<file path="config.mk">
export PLATFORM = sky130hd
export DESIGN_NAME = lfu_lru_tiebreak_cache_table_unit
export DESIGN_NICKNAME = d
export VERILOG_FILES = /design/src/rtl/lfutb_pkg.sv /design/src/rtl/lfutb_cell.sv /design/src/rtl/lfu_lru_tiebreak_cache_table_unit.sv
export SDC_FILE = /design/constraint.sdc
export NUM_CORES = 2
export LEC_CHECK = 0
export ABC_CLOCK_PERIOD_IN_PS = 11600
export BUFFER_PORTS_ARGS = -buffer_cell sky130_fd_sc_hd__buf_2
export CORE_ASPECT_RATIO = 0.9
export CORE_UTILIZATION = 45
export DETAILED_ROUTE_END_ITERATION = 16
export PLACE_DENSITY = 0.62
export RECOVER_POWER = 50
export SLEW_MARGIN = 5
export SYNTH_ARGS = -nofsm -noshare
export SYNTH_HDL_FRONTEND = slang
export SYNTH_SLANG_ARGS = --single-unit
</file>
<file path="constraint.sdc">
create_clock -name clk -period 11.6 [get_ports clk]
set_clock_uncertainty 0.1 [all_clocks]
set_input_delay 1.16 -clock clk [delete_from_list [all_inputs] [get_ports clk]]
set_output_delay 1.16 -clock clk [all_outputs]
set_load 0.005 [all_outputs]
</file>
<file path="src/rtl/lfutb_pkg.sv">
// shared types and codes for the lfu/lru handle table
`default_nettype none
package lfutb_pkg;

  typedef enum logic [1:0] {
    ST_IDLE,
    ST_SCAN,
    ST_APPLY
  } state_t;

  typedef enum logic [1:0] {
    OP_NONE,
    OP_TOUCH,
    OP_INSERT
  } upd_op_t;

  localparam logic       CMD_LOOKUP   = 1'b0;
  localparam logic       CMD_INSERT   = 1'b1;

  localparam logic [1:0] STAT_HIT     = 2'd0;
  localparam logic [1:0] STAT_MISS    = 2'd1;
  localparam logic [1:0] STAT_NEW     = 2'd2;
  localparam logic [1:0] STAT_REFRESH = 2'd3;

  localparam int         HANDLE_BITS  = 31;
  localparam int         SIZE_BITS    = 48;
  localparam int         TAG_BITS     = 32;
  localparam int         CAP_BITS     = 5;
  localparam logic [CAP_BITS-1:0] CAP_RESET = 5'd16;

endpackage
`default_nettype wire

</file>
<file path="src/rtl/lfutb_cell.sv">
// one table slot: stored entry, its piece of the search wave and its update rule
`default_nettype none
module lfutb_cell import lfutb_pkg::*; #(
  parameter int ID         = 0,
  parameter int IDX_BITS   = 4,
  parameter int FILL_BITS  = 5,
  parameter int KEY_BITS   = 32,
  parameter int COUNT_BITS = 16
) (
  input  wire logic                   clk,
  input  wire logic                   rst,
  // search wave from the previous slot
  input  wire logic [KEY_BITS-1:0]    req_key,
  input  wire logic                   hit_i,
  input  wire logic [IDX_BITS-1:0]    hit_idx_i,
  input  wire logic                   free_i,
  input  wire logic [IDX_BITS-1:0]    free_idx_i,
  input  wire logic [FILL_BITS-1:0]   fill_i,
  input  wire logic                   vic_i,
  input  wire logic [IDX_BITS-1:0]    vic_idx_i,
  input  wire logic [COUNT_BITS-1:0]  vic_cnt_i,
  input  wire logic [IDX_BITS-1:0]    vic_rank_i,
  // search wave to the next slot
  output logic                        hit_o,
  output logic [IDX_BITS-1:0]         hit_idx_o,
  output logic                        free_o,
  output logic [IDX_BITS-1:0]         free_idx_o,
  output logic [FILL_BITS-1:0]        fill_o,
  output logic                        vic_o,
  output logic [IDX_BITS-1:0]         vic_idx_o,
  output logic [COUNT_BITS-1:0]       vic_cnt_o,
  output logic [IDX_BITS-1:0]         vic_rank_o,
  // broadcast update
  input  wire logic                   upd_en,
  input  wire upd_op_t                upd_op,
  input  wire logic [IDX_BITS-1:0]    tgt_idx,
  input  wire logic [IDX_BITS-1:0]    tgt_rank,
  input  wire logic                   wr_data,
  input  wire logic                   do_evict,
  input  wire logic [IDX_BITS-1:0]    evict_idx,
  input  wire logic [IDX_BITS-1:0]    evict_rank,
  input  wire logic [HANDLE_BITS-1:0] wr_handle,
  input  wire logic [SIZE_BITS-1:0]   wr_size,
  // stored contents
  output logic [KEY_BITS-1:0]         key,
  output logic [HANDLE_BITS-1:0]      handle,
  output logic [SIZE_BITS-1:0]        size,
  output logic [IDX_BITS-1:0]         rank
);

  localparam logic [IDX_BITS-1:0] MY_IDX = IDX_BITS'(ID);

  logic                  valid;
  logic [COUNT_BITS-1:0] cnt;
  logic                  take_hit;
  logic                  take_free;
  logic                  take_vic;
  logic [IDX_BITS-1:0]   rank_aged;

  assign take_hit  = !hit_i && valid && (key == req_key);
  assign take_free = !free_i && !valid;
  assign take_vic  = valid && (!vic_i || (cnt < vic_cnt_i) ||
                               ((cnt == vic_cnt_i) && (rank > vic_rank_i)));
  // close the gap left by the victim, then age behind the new entry
  assign rank_aged = rank - IDX_BITS'(do_evict && (rank > evict_rank)) + 1'b1;

  always_ff @(posedge clk) begin
    hit_o      <= hit_i | take_hit;
    hit_idx_o  <= take_hit ? MY_IDX : hit_idx_i;
    free_o     <= free_i | take_free;
    free_idx_o <= take_free ? MY_IDX : free_idx_i;
    fill_o     <= fill_i + FILL_BITS'(valid);
    vic_o      <= vic_i | take_vic;
    vic_idx_o  <= take_vic ? MY_IDX : vic_idx_i;
    vic_cnt_o  <= take_vic ? cnt : vic_cnt_i;
    vic_rank_o <= take_vic ? rank : vic_rank_i;
  end

  always_ff @(posedge clk) begin
    if (rst) begin
      valid <= 1'b0;
    end else if (upd_en) begin
      case (upd_op)
        OP_TOUCH: begin
          if (tgt_idx == MY_IDX) begin
            if (cnt != '1) cnt <= cnt + 1'b1;
            rank <= '0;
            if (wr_data) begin
              handle <= wr_handle;
              size   <= wr_size;
            end
          end else if (valid && (rank < tgt_rank)) begin
            rank <= rank + 1'b1;
          end
        end
        OP_INSERT: begin
          if (tgt_idx == MY_IDX) begin
            valid  <= 1'b1;
            key    <= req_key;
            handle <= wr_handle;
            size   <= wr_size;
            cnt    <= COUNT_BITS'(1);
            rank   <= '0;
          end else if (do_evict && (evict_idx == MY_IDX)) begin
            valid <= 1'b0;
          end else if (valid) begin
            rank <= rank_aged;
          end
        end
        default: ;
      endcase
    end
  end

endmodule
`default_nettype wire

</file>
<file path="src/rtl/lfu_lru_tiebreak_cache_table_unit.sv">
// Fully associative handle table, least-used eviction with least-recent tie-break.
// Requests come in on in_valid/in_ready with cmd, key_tag, handle_in, size_in;
// cmd 0 looks a key up, cmd 1 inserts it. One result per request leaves on
// out_valid/out_ready with status, handle_out, size_out and, for an insert that
// pushed an entry out, evicted/evicted_handle/evicted_key.
// The slots form a chain; a search wave (hit, first free slot, fill, victim)
// moves one slot per cycle through the scan state; once it has left the last
// slot, the apply state updates the table and registers the result. The scan
// length of the slot chain sets the throughput: no new request is taken before
// the last one's update, and in_ready is high only while no request is in work.
// The result sits in an output register; the next request is accepted while it
// waits, but its update holds until the receiver has taken the earlier result.
// cfg_we writes capacity from cfg_data (0 acts as 1, values above ENTRIES act
// as ENTRIES). Reset empties the table and sets capacity to 16; no clearing
// pass is needed since each slot carries its own valid flag.
`default_nettype none
module lfu_lru_tiebreak_cache_table_unit import lfutb_pkg::*; #(
  parameter int ENTRIES    = 16,
  parameter int KEY_BITS   = 32,
  parameter int COUNT_BITS = 16
) (
  input  wire logic                   clk,
  input  wire logic                   rst,
  input  wire logic                   in_valid,
  output logic                        in_ready,
  input  wire logic                   cmd,
  input  wire logic [TAG_BITS-1:0]    key_tag,
  input  wire logic [HANDLE_BITS-1:0] handle_in,
  input  wire logic [SIZE_BITS-1:0]   size_in,
  output logic                        out_valid,
  input  wire logic                   out_ready,
  output logic [1:0]                  status,
  output logic [HANDLE_BITS-1:0]      handle_out,
  output logic [SIZE_BITS-1:0]        size_out,
  output logic                        evicted,
  output logic [HANDLE_BITS-1:0]      evicted_handle,
  output logic [TAG_BITS-1:0]         evicted_key,
  input  wire logic                   cfg_we,
  input  wire logic [CAP_BITS-1:0]    cfg_data
);

  localparam int IDX_BITS  = $clog2(ENTRIES);
  localparam int FILL_BITS = $clog2(ENTRIES + 1);

  state_t state, state_next;
  logic [IDX_BITS-1:0]    scan_cnt;
  logic [CAP_BITS-1:0]    capacity;
  logic                   req_cmd;
  logic [KEY_BITS-1:0]    req_key;
  logic [HANDLE_BITS-1:0] req_handle;
  logic [SIZE_BITS-1:0]   req_size;

  logic [ENTRIES:0]       ch_hit, ch_free, ch_vic;
  logic [IDX_BITS-1:0]    ch_hit_idx  [ENTRIES+1];
  logic [IDX_BITS-1:0]    ch_free_idx [ENTRIES+1];
  logic [FILL_BITS-1:0]   ch_fill     [ENTRIES+1];
  logic [IDX_BITS-1:0]    ch_vic_idx  [ENTRIES+1];
  logic [COUNT_BITS-1:0]  ch_vic_cnt  [ENTRIES+1];
  logic [IDX_BITS-1:0]    ch_vic_rank [ENTRIES+1];

  logic [KEY_BITS-1:0]    s_key    [ENTRIES];
  logic [HANDLE_BITS-1:0] s_handle [ENTRIES];
  logic [SIZE_BITS-1:0]   s_size   [ENTRIES];
  logic [IDX_BITS-1:0]    s_rank   [ENTRIES];

  logic [63:0]            key_wide;
  logic [63:0]            vic_key_wide;
  logic [FILL_BITS-1:0]   cap_eff;
  logic                   res_hit, do_evict, upd_en;
  logic [IDX_BITS-1:0]    hit_idx, vic_idx, tgt_idx, slot;
  upd_op_t                upd_op;

  assign key_wide = 64'(key_tag);

  always_ff @(posedge clk) begin
    if (rst) begin
      state    <= ST_IDLE;
      capacity <= CAP_RESET;
    end else begin
      state <= state_next;
      if (cfg_we) capacity <= cfg_data;
    end
  end

  always_ff @(posedge clk) begin
    if (in_valid && in_ready) begin
      req_cmd    <= cmd;
      req_key    <= key_wide[KEY_BITS-1:0];
      req_handle <= handle_in;
      req_size   <= size_in;
    end
    if (state == ST_SCAN) scan_cnt <= scan_cnt + 1'b1;
    else                  scan_cnt <= '0;
  end

  always_comb begin
    state_next = state;
    in_ready   = 1'b0;
    unique case (state)
      ST_IDLE: begin
        in_ready = 1'b1;
        if (in_valid) state_next = ST_SCAN;
      end
      ST_SCAN: begin
        if (scan_cnt == IDX_BITS'(ENTRIES - 1)) state_next = ST_APPLY;
      end
      ST_APPLY: begin
        if (upd_en) state_next = ST_IDLE;
      end
      default: state_next = ST_IDLE;
    endcase
  end

  // empty wave enters slot zero
  assign ch_hit[0]      = 1'b0;
  assign ch_free[0]     = 1'b0;
  assign ch_vic[0]      = 1'b0;
  assign ch_hit_idx[0]  = '0;
  assign ch_free_idx[0] = '0;
  assign ch_fill[0]     = '0;
  assign ch_vic_idx[0]  = '0;
  assign ch_vic_cnt[0]  = '0;
  assign ch_vic_rank[0] = '0;

  assign res_hit = ch_hit[ENTRIES];
  assign hit_idx = ch_hit_idx[ENTRIES];
  assign vic_idx = ch_vic_idx[ENTRIES];

  always_comb begin
    if (capacity == '0)                   cap_eff = FILL_BITS'(1);
    else if (int'(capacity) > ENTRIES)    cap_eff = FILL_BITS'(ENTRIES);
    else                                  cap_eff = FILL_BITS'(capacity);
  end

  assign do_evict = (req_cmd == CMD_INSERT) && !res_hit && ch_vic[ENTRIES] &&
                    (ch_fill[ENTRIES] >= cap_eff);
  // lowest free slot once the victim is gone
  assign slot = (do_evict && (!ch_free[ENTRIES] || (vic_idx < ch_free_idx[ENTRIES])))
                ? vic_idx : ch_free_idx[ENTRIES];
  assign tgt_idx = res_hit ? hit_idx : slot;
  assign upd_en  = (state == ST_APPLY) && !(out_valid && !out_ready);

  always_comb begin
    if (res_hit)                      upd_op = OP_TOUCH;
    else if (req_cmd == CMD_INSERT)   upd_op = OP_INSERT;
    else                              upd_op = OP_NONE;
  end

  for (genvar g = 0; g < ENTRIES; g++) begin : g_slot
    lfutb_cell #(
      .ID(g), .IDX_BITS(IDX_BITS), .FILL_BITS(FILL_BITS),
      .KEY_BITS(KEY_BITS), .COUNT_BITS(COUNT_BITS)
    ) u_slot (
      .clk        (clk),
      .rst        (rst),
      .req_key    (req_key),
      .hit_i      (ch_hit[g]),
      .hit_idx_i  (ch_hit_idx[g]),
      .free_i     (ch_free[g]),
      .free_idx_i (ch_free_idx[g]),
      .fill_i     (ch_fill[g]),
      .vic_i      (ch_vic[g]),
      .vic_idx_i  (ch_vic_idx[g]),
      .vic_cnt_i  (ch_vic_cnt[g]),
      .vic_rank_i (ch_vic_rank[g]),
      .hit_o      (ch_hit[g+1]),
      .hit_idx_o  (ch_hit_idx[g+1]),
      .free_o     (ch_free[g+1]),
      .free_idx_o (ch_free_idx[g+1]),
      .fill_o     (ch_fill[g+1]),
      .vic_o      (ch_vic[g+1]),
      .vic_idx_o  (ch_vic_idx[g+1]),
      .vic_cnt_o  (ch_vic_cnt[g+1]),
      .vic_rank_o (ch_vic_rank[g+1]),
      .upd_en     (upd_en),
      .upd_op     (upd_op),
      .tgt_idx    (tgt_idx),
      .tgt_rank   (s_rank[hit_idx]),
      .wr_data    (req_cmd == CMD_INSERT),
      .do_evict   (do_evict),
      .evict_idx  (vic_idx),
      .evict_rank (ch_vic_rank[ENTRIES]),
      .wr_handle  (req_handle),
      .wr_size    (req_size),
      .key        (s_key[g]),
      .handle     (s_handle[g]),
      .size       (s_size[g]),
      .rank       (s_rank[g])
    );
  end

  assign vic_key_wide = 64'(s_key[vic_idx]);

  always_ff @(posedge clk) begin
    if (rst) begin
      out_valid <= 1'b0;
    end else if (upd_en) begin
      out_valid <= 1'b1;
    end else if (out_ready) begin
      out_valid <= 1'b0;
    end
  end

  always_ff @(posedge clk) begin
    if (upd_en) begin
      evicted        <= do_evict;
      evicted_handle <= do_evict ? s_handle[vic_idx] : '0;
      evicted_key    <= do_evict ? vic_key_wide[TAG_BITS-1:0] : '0;
      if (req_cmd == CMD_LOOKUP) begin
        status     <= res_hit ? STAT_HIT : STAT_MISS;
        handle_out <= res_hit ? s_handle[hit_idx] : '0;
        size_out   <= res_hit ? s_size[hit_idx] : '0;
      end else begin
        status     <= res_hit ? STAT_REFRESH : STAT_NEW;
        handle_out <= req_handle;
        size_out   <= req_size;
      end
    end
  end

endmodule
`default_nettype wire

</file>
# Word level (Yosys, flattened, before mapping)
# Index checks and enable logic that the tools add are counted.
[classes]
n_addsub = 80
n_shift = 0
mux = 354
eq_ne = 182
magnitude_cmp = 67
div = 0
multipliers = 0
bitwise = 48
reduce_logical = 330
[op_table]
columns = ["op", "n"]
rows = [
  ["48-bit two-way mux", 37],
  ["48-bit one-hot mux with 2 select lines", 16],
  ["31-bit two-way mux", 39],
  ["16-bit two-way mux", 62],
  ["31-bit one-hot mux with 2 select lines", 16],
  ["32-bit equality test", 16],
  ["16-bit one-hot mux with 2 select lines", 16],
  ["4-bit two-way mux", 99],
  ["6-bit AND reduction", 48],
  ["16-bit by 1-bit adder with 16-bit output (second input constant)", 16],
  ["16-bit != test (second input constant)", 16],
  ["31-bit binary-select mux with 4-bit select", 2],
  ["16-bit equality test", 15],
  ["16-bit less-than comparator", 15],
  ["48-bit binary-select mux with 4-bit select", 1],
  ["4-bit by 1-bit adder with 4-bit output (second input constant)", 33],
  ["1-bit logical AND", 131],
  ["32-bit binary-select mux with 4-bit select", 1],
  ["4-bit one-hot mux with 2 select lines", 16],
  ["4-bit greater-than comparator", 31],
  ["2-bit by 1-bit != test with 1-bit output (second input constant)", 50],
  ["3-bit by 1-bit != test with 1-bit output (second input constant)", 32],
  ["5-bit by 1-bit adder with 5-bit output", 14],
  ["4-bit equality test (second input constant)", 17],
  ["other kinds (30)", 322],
]
[word_totals]
memories = 0
latchBits = 0
ramBits = 0
reg_bits = 2955
word_cells = 1310
romBits = 0
output_inout_bits = 147

# Logic depth before layout (Yosys ltp)
[logic_depth]
ltp_word = 12
ltp_mapped = 20
depth_no_buf = 18

# Modules after synthesis
# A second synthesis with hierarchy kept.
[hier_totals]
cells_unflattened = 8950
area_unflattened_um2 = 136124.3
[modules_own_cells]
columns = ["mod", "n_inst", "cells_per_inst", "area_per_inst_um2"]
rows = [
  ["lfu_lru_tiebreak_cache_table_unit", 1, 1676, 26421.6],
  ["lfutb_cell at g_slot[1].u_slot ...", 2, 455, 6870.3],
  ["lfutb_cell at g_slot[13].u_slot ...", 2, 455, 6849.1],
  ["lfutb_cell at g_slot[15].u_slot", 1, 456, 6874.1],
  ["lfutb_cell at g_slot[3].u_slot", 1, 457, 6871.6],
  ["lfutb_cell at g_slot[5].u_slot", 1, 455, 6871.6],
  ["lfutb_cell at g_slot[6].u_slot", 1, 452, 6867.8],
  ["lfutb_cell at g_slot[4].u_slot", 1, 453, 6862.8],
  ["lfutb_cell at g_slot[7].u_slot", 1, 457, 6851.6],
  ["lfutb_cell at g_slot[11].u_slot", 1, 455, 6850.3],
  ["lfutb_cell at g_slot[9].u_slot", 1, 455, 6846.6],
  ["lfutb_cell at g_slot[10].u_slot", 1, 453, 6845.3],
  ["lfutb_cell at g_slot[12].u_slot", 1, 455, 6844.1],
  ["lfutb_cell at g_slot[0].u_slot", 1, 452, 6840.3],
  ["lfutb_cell at g_slot[8].u_slot", 1, 454, 6837.8],
]

# Least setup slack after synthesis
# Ideal clock, no wire load.
[synth_timing]
kind = "input to register"
startpoint = "in out_ready"
endpoint = "reg g_slot[14].u_slot.cnt[0], enable pin"
setup_time_ps = 417
path_slack_ps = 1073
t_arrival_ps = 10010
path_stages = 4
cell_sequence = "nor2b_1 -> nor2_1 -> nand2_1 -> a221oi_1"
[synth_between]
elab_chain_len = 5
[synth_rtl]
columns = ["element", "line_no", "source"]
rows = [
  ["from (decl)", "lfu_lru_tiebreak_cache_table_unit.sv:31", "input wire logic out_ready,"],
  ["1-bit zero test", "lfu_lru_tiebreak_cache_table_unit.sv:141", "assign upd_en = (state == ST_APPLY) && !(out_valid && !out_ready);"],
  ["1-bit logical AND", "lfu_lru_tiebreak_cache_table_unit.sv:141", ""],
  ["1-bit zero test", "lfu_lru_tiebreak_cache_table_unit.sv:141", ""],
  ["1-bit logical AND", "lfu_lru_tiebreak_cache_table_unit.sv:141", ""],
  ["net g_slot[0].u_slot.upd_en", "lfutb_cell.sv:34", "input wire logic upd_en,"],
  ["6-bit AND reduction (no source line)", "--", ""],
  ["to (signal assigned)", "lfutb_cell.sv:86", "if (cnt != '1) cnt <= cnt + 1'b1;"],
  ["to (decl)", "lfutb_cell.sv:54", "logic [COUNT_BITS-1:0] cnt;"],
]
# The timed path passes the listed nets, and every way through them passes these cells.
# A chain may end at the register's enable or synchronous reset.

# Worst setup path after layout
[layout_timing]
startpoint = "reg g_slot[15].u_slot.hit_o"
endpoint = "reg g_slot[10].u_slot.cnt[9], enable pin"
[layout_between]
elab_chain_len = 10
word_cells_on_any_way = 16
[layout_rtl]
columns = ["element", "line_no", "source"]
rows = [
  ["from (decl)", "lfutb_cell.sv:24", "output logic hit_o,"],
  ["from (signal assigned)", "lfutb_cell.sv:68", "hit_o <= hit_i | take_hit;"],
  ["1-bit zero test", "lfu_lru_tiebreak_cache_table_unit.sv:135", "assign do_evict = (req_cmd == CMD_INSERT) && !res_hit && ch_vic[ENTRIES] &&"],
  ["1-bit logical AND (3 in a row)", "lfu_lru_tiebreak_cache_table_unit.sv:135", ""],
  ["1-bit logical AND", "lfu_lru_tiebreak_cache_table_unit.sv:138", "assign slot = (do_evict && (!ch_free[ENTRIES] || (vic_idx < ch_free_idx[ENTRIES])))"],
  ["4-bit two-way mux", "lfu_lru_tiebreak_cache_table_unit.sv:139", "? vic_idx : ch_free_idx[ENTRIES];"],
  ["4-bit two-way mux", "lfu_lru_tiebreak_cache_table_unit.sv:140", "assign tgt_idx = res_hit ? hit_idx : slot;"],
  ["4-bit equality test", "lfutb_cell.sv:85, lfutb_cell.sv:97", ""],
  ["2-bit by 1-bit != test with 1-bit output (no source line)", "--", ""],
  ["6-bit AND reduction (no source line) *", "--", ""],
  ["to (signal assigned)", "lfutb_cell.sv:86", ""],
  ["to (decl)", "lfutb_cell.sv:54", ""],
]
# Mark *: on every way between the ends. The rest lies on a longest branch, timed or not.

==> metrics <==
status=complete, but fails checks; violated checks=max-capacitance violations, max-slew violations; cell type with the highest aggregate area in the netlist=sky130_fd_sc_hd__edfxtp_1; number of failing hold endpoints at the final stage=0; Util after Layout=50.5%; min-delay worst type=reg2reg; number of H-tree levels=5; cells traversed along the worst timing path=inv_1 > ha_1 > clkbuf_1 > nor2_4 > buf_4 > and4_1 > a221oi_2 > buf_4; arrival time of the worst setup path=8.50 ns; routability congestion estimate from global placement=0.905; Syn Area/Cell=15.5 sq um; total power after layout=21600 uW; category of the worst setup path capture point=register; Slowest Stage Delay on Critical Path=2.92 ns; maximum clock frequency=0.124 GHz; Detailed Place HPWL=232000 um; switching part of the total power=20.8%; power density relative to cell area=145 mW/mm^2; global-route wire length before repair=534000 um; First DRT Iteration DRCs=8481; category of the most critical setup path=reg2reg; number of port buffers=268; ratio of cells with drive above 1 in the final layout=19.5%; LEAKAGE=0.0489 uW; router iterations before antenna repair=6; overall die area=0.298 sq mm; Seq pwr share=53.2%; net switching power=4500 uW; Clock Tree Buf Depth=4; maximum vdd ir drop=0.141 mV; worst hold slack=0.293 ns; final critical path time including I/O delays and setup=8.07 ns; maximum number of pins on one net before global-route repair=141; number of instances in the synthesized netlist=8580; via count of the routed design=77641; proportion of netlist area held by the largest area contributor=53.0%; number of nets in the finished design=9549; GRT Residual Overflow=0; final routed wirelength across all metal layers=364000 um; Worst Setup Start Kind=register; compound-cell area share of the yosys netlist=3.77%; crit-path max FO=82; area of the core=0.294 sq mm; Period Utilization, post-route=69.6%; distinct cell type count after synthesis=77; initial cell density of the core=45.2%; Total Routing Usage GR=24.2%; post_cts resized=0; share of the synthesized netlist area taken by xor and xnor gates=5.21%; total of fill cells in the finished design=24286; net count of the mapped netlist=9236; hold buffers post-CTS=0; FF+latch area=0.0826 sq mm; clk_lat worst skew=0.91 ns; Ys Warns=0; largest family of logic cells by synthesized area=multiplexers; EDFF count, synth=2353; Internal Power=17100 uW; unrepaired setup endpoints after global routing=no; number of setup violations in the final report=0; max capacitance violation total=48; dominant cells by area after synthesis=sky130_fd_sc_hd__edfxtp_1 (53%), sky130_fd_sc_hd__mux4_2 (12%), sky130_fd_sc_hd__dfxtp_1 (9.0%); Slew HR=-221%; portion of total power attributed to combinational logic=1.6%; count of antenna-violating nets left after detailed routing=0; cell at the root of the clock tree=sky130_fd_sc_hd__clkbuf_16; number of antenna violations at the first check in global routing=24; fraction of the mapped netlist area in simple logic gates=7.04%; mapped cell area=0.133 sq mm; measured slew at the worst slew-check pin=4.82 ns; count of state elements after synthesis=2949; Clock Sinks=2949; clock-pin slew on the worst setup and hold paths=0.06 ns; Wirelength per Cell=27.9 um; number of buffers inserted by post-CTS setup repair=0; Area growth syn-to-layout=11.7%; area of the multi-input gates=0.0478 sq mm; most used flip-flop cell after synthesis=sky130_fd_sc_hd__edfxtp_1; vias in the first global route=77338; adder and majority gate portion of the synthesized area=5.02%; drt via density=5.94; required time at the endpoint of the critical path=12.03 ns; TritonCTS clock tree=yes; DRC violation count after routing=0; die extent in y=518 um; Rows=189; number of I/O pins=269; Setup TNS Final=0 ns; share of the yosys chip area belonging to registers=62.0%; library cell contributing the largest single delay on the critical path=sky130_fd_sc_hd__clkbuf_1; final-report max-slew violation count=1864; share of async-settable or async-resettable flops after synthesis=0%; part of the power in the clock network=45.1%; Die Width=575 um; proportion of synthesized area in mux cells=14.6%; most prevalent standard cell on the critical path=sky130_fd_sc_hd__buf_4; cts bufs inserted=314
## layer usage
metal  up-vias  routed length [um]  global-route usage, %
li1      33645                   -                      -
met1     40143              156000                   35.4
met4         8               10900                   7.04
met2      3330              165000                   37.1
met5         -                  50                      0
met3       515               31800                   4.30
## Yosys cell counts (all sizes together) (218+ instances only)
master  instances
edfxtp       2353
nor2          398
clkbuf        297
xnor2         481
xor2          311
mux4          730
ha            534
nand2         232
mux2          234
dfxtp         596
nand3         218
inv           385
## final timing paths
path	from	endpoint	slack, ns	depth (start not counted)
setup / recovery	g_slot[15].u_slot.hit_o$_DFF_P_	g_slot[10].u_slot.cnt[9]$_SDFFCE_PP0P_	3.53	8
hold / removal	g_slot[8].u_slot.vic_idx_o[3]$_SDFF_PP1_	g_slot[9].u_slot.vic_idx_o[3]$_SDFF_PP1_	0.29	1
setup reg to reg	g_slot[15].u_slot.hit_o$_DFF_P_	g_slot[10].u_slot.cnt[9]$_SDFFCE_PP0P_	3.53	8
hold reg to reg	g_slot[8].u_slot.vic_idx_o[3]$_SDFF_PP1_	g_slot[9].u_slot.vic_idx_o[3]$_SDFF_PP1_	0.29	1
## registers in the layout, summed over array words and instances (netlist names), 32 cells and up
| signal | count |
|---|---|
| g_slot.u_slot.hit_idx_o | 49 |
| g_slot.u_slot.vic_cnt_o | 240 |
| g_slot.u_slot.handle | 496 |
| req_key | 32 |
| g_slot.u_slot.vic_rank_o | 64 |
| req_size | 48 |
| g_slot.u_slot.fill_o | 70 |
| g_slot.u_slot.key | 512 |
| g_slot.u_slot.cnt | 256 |
| g_slot.u_slot.vic_idx_o | 49 |
| evicted_key | 32 |
| size_out | 48 |
| g_slot.u_slot.size | 768 |
| g_slot.u_slot.rank | 64 |
| g_slot.u_slot.free_idx_o | 49 |
## kinds of logic (layout without fill, tap and decap cells)
| kind of cell | Yosys count | count (layout) |
|---|---|---|
| AO/OA/AOI/OAI | 744 | 744 |
| XOR/XNOR | 792 | 792 |
| adder cells (fa/ha/maj) | 534 | 534 |
| buffers and inverters | 811 | 1362 |
| flip-flops | 2949 | 2949 |
| multiplexers | 995 | 995 |
| other | 0 | 14 |
| AND/OR/NAND/NOR | 1755 | 1755 |
## power groups by stage
stage	combinational, uW	sequential, uW	clock [uW]
6_report	353	11500	9750
3_3_place_gp	339	11700	0
5_1_grt	373	11500	10300
3_5_place_dp	342	11700	0
2_1_floorplan	186	11700	0
4_1_cts	344	11500	9910
## cell usage in the layout (no fill, tap or decap), types with 170 or more instances in the layout
master,Yosys,layout
sky130_fd_sc_hd__a21oi_1,188,170
sky130_fd_sc_hd__clkbuf_1,297,258
sky130_fd_sc_hd__clkbuf_16,0,323
sky130_fd_sc_hd__dfxtp_1,596,587
sky130_fd_sc_hd__edfxtp_1,2353,2353
sky130_fd_sc_hd__ha_1,534,534
sky130_fd_sc_hd__inv_1,384,384
sky130_fd_sc_hd__mux2_2,234,217
sky130_fd_sc_hd__mux4_2,730,730
sky130_fd_sc_hd__nand2_1,232,231
sky130_fd_sc_hd__nand3_1,218,218
sky130_fd_sc_hd__nand4_1,196,196
sky130_fd_sc_hd__nor2_1,397,375
sky130_fd_sc_hd__xnor2_1,481,481
sky130_fd_sc_hd__xor2_1,311,311
## stage by stage
| step | worst slack [ns] | std cells | instance area [sq um] |
|---|---|---|---|
| after floorplan | 1.07 | 8580 | 133000 |
| after global placement | 4.98 | 12492 | 139000 |
| after detailed placement | 4.86 | 12492 | 139000 |
| after CTS | 4.81 | 13046 | 149000 |
| after global routing | 2.93 | 13052 | 149000 |
| final | 3.53 | 13060 | 149000 |
## area by class of cell
type                            instances  area share [%]
Sequential cell                      2949            55.5
Multi-Input combinational cell       4820            32.1
Clock buffer                          420            5.83
Tap cell                             3915            3.29
Timing Repair Buffer                  423            1.46
Inverter                              385           0.973
Clock inverter                        134           0.809
Antenna cell                           14          0.0235
## critical path: cells and delay by family, from the launching register on
family	cells	cell delay [ns]
buffers and inverters	4	4.22
adders and majority gates	1	1.65
and+or+nand+nor	2	1.03
DFF	1	0.40
AOI/OAI and AO/OA	1	0.27
Note: power is estimated with default switching activity, not from simulation.
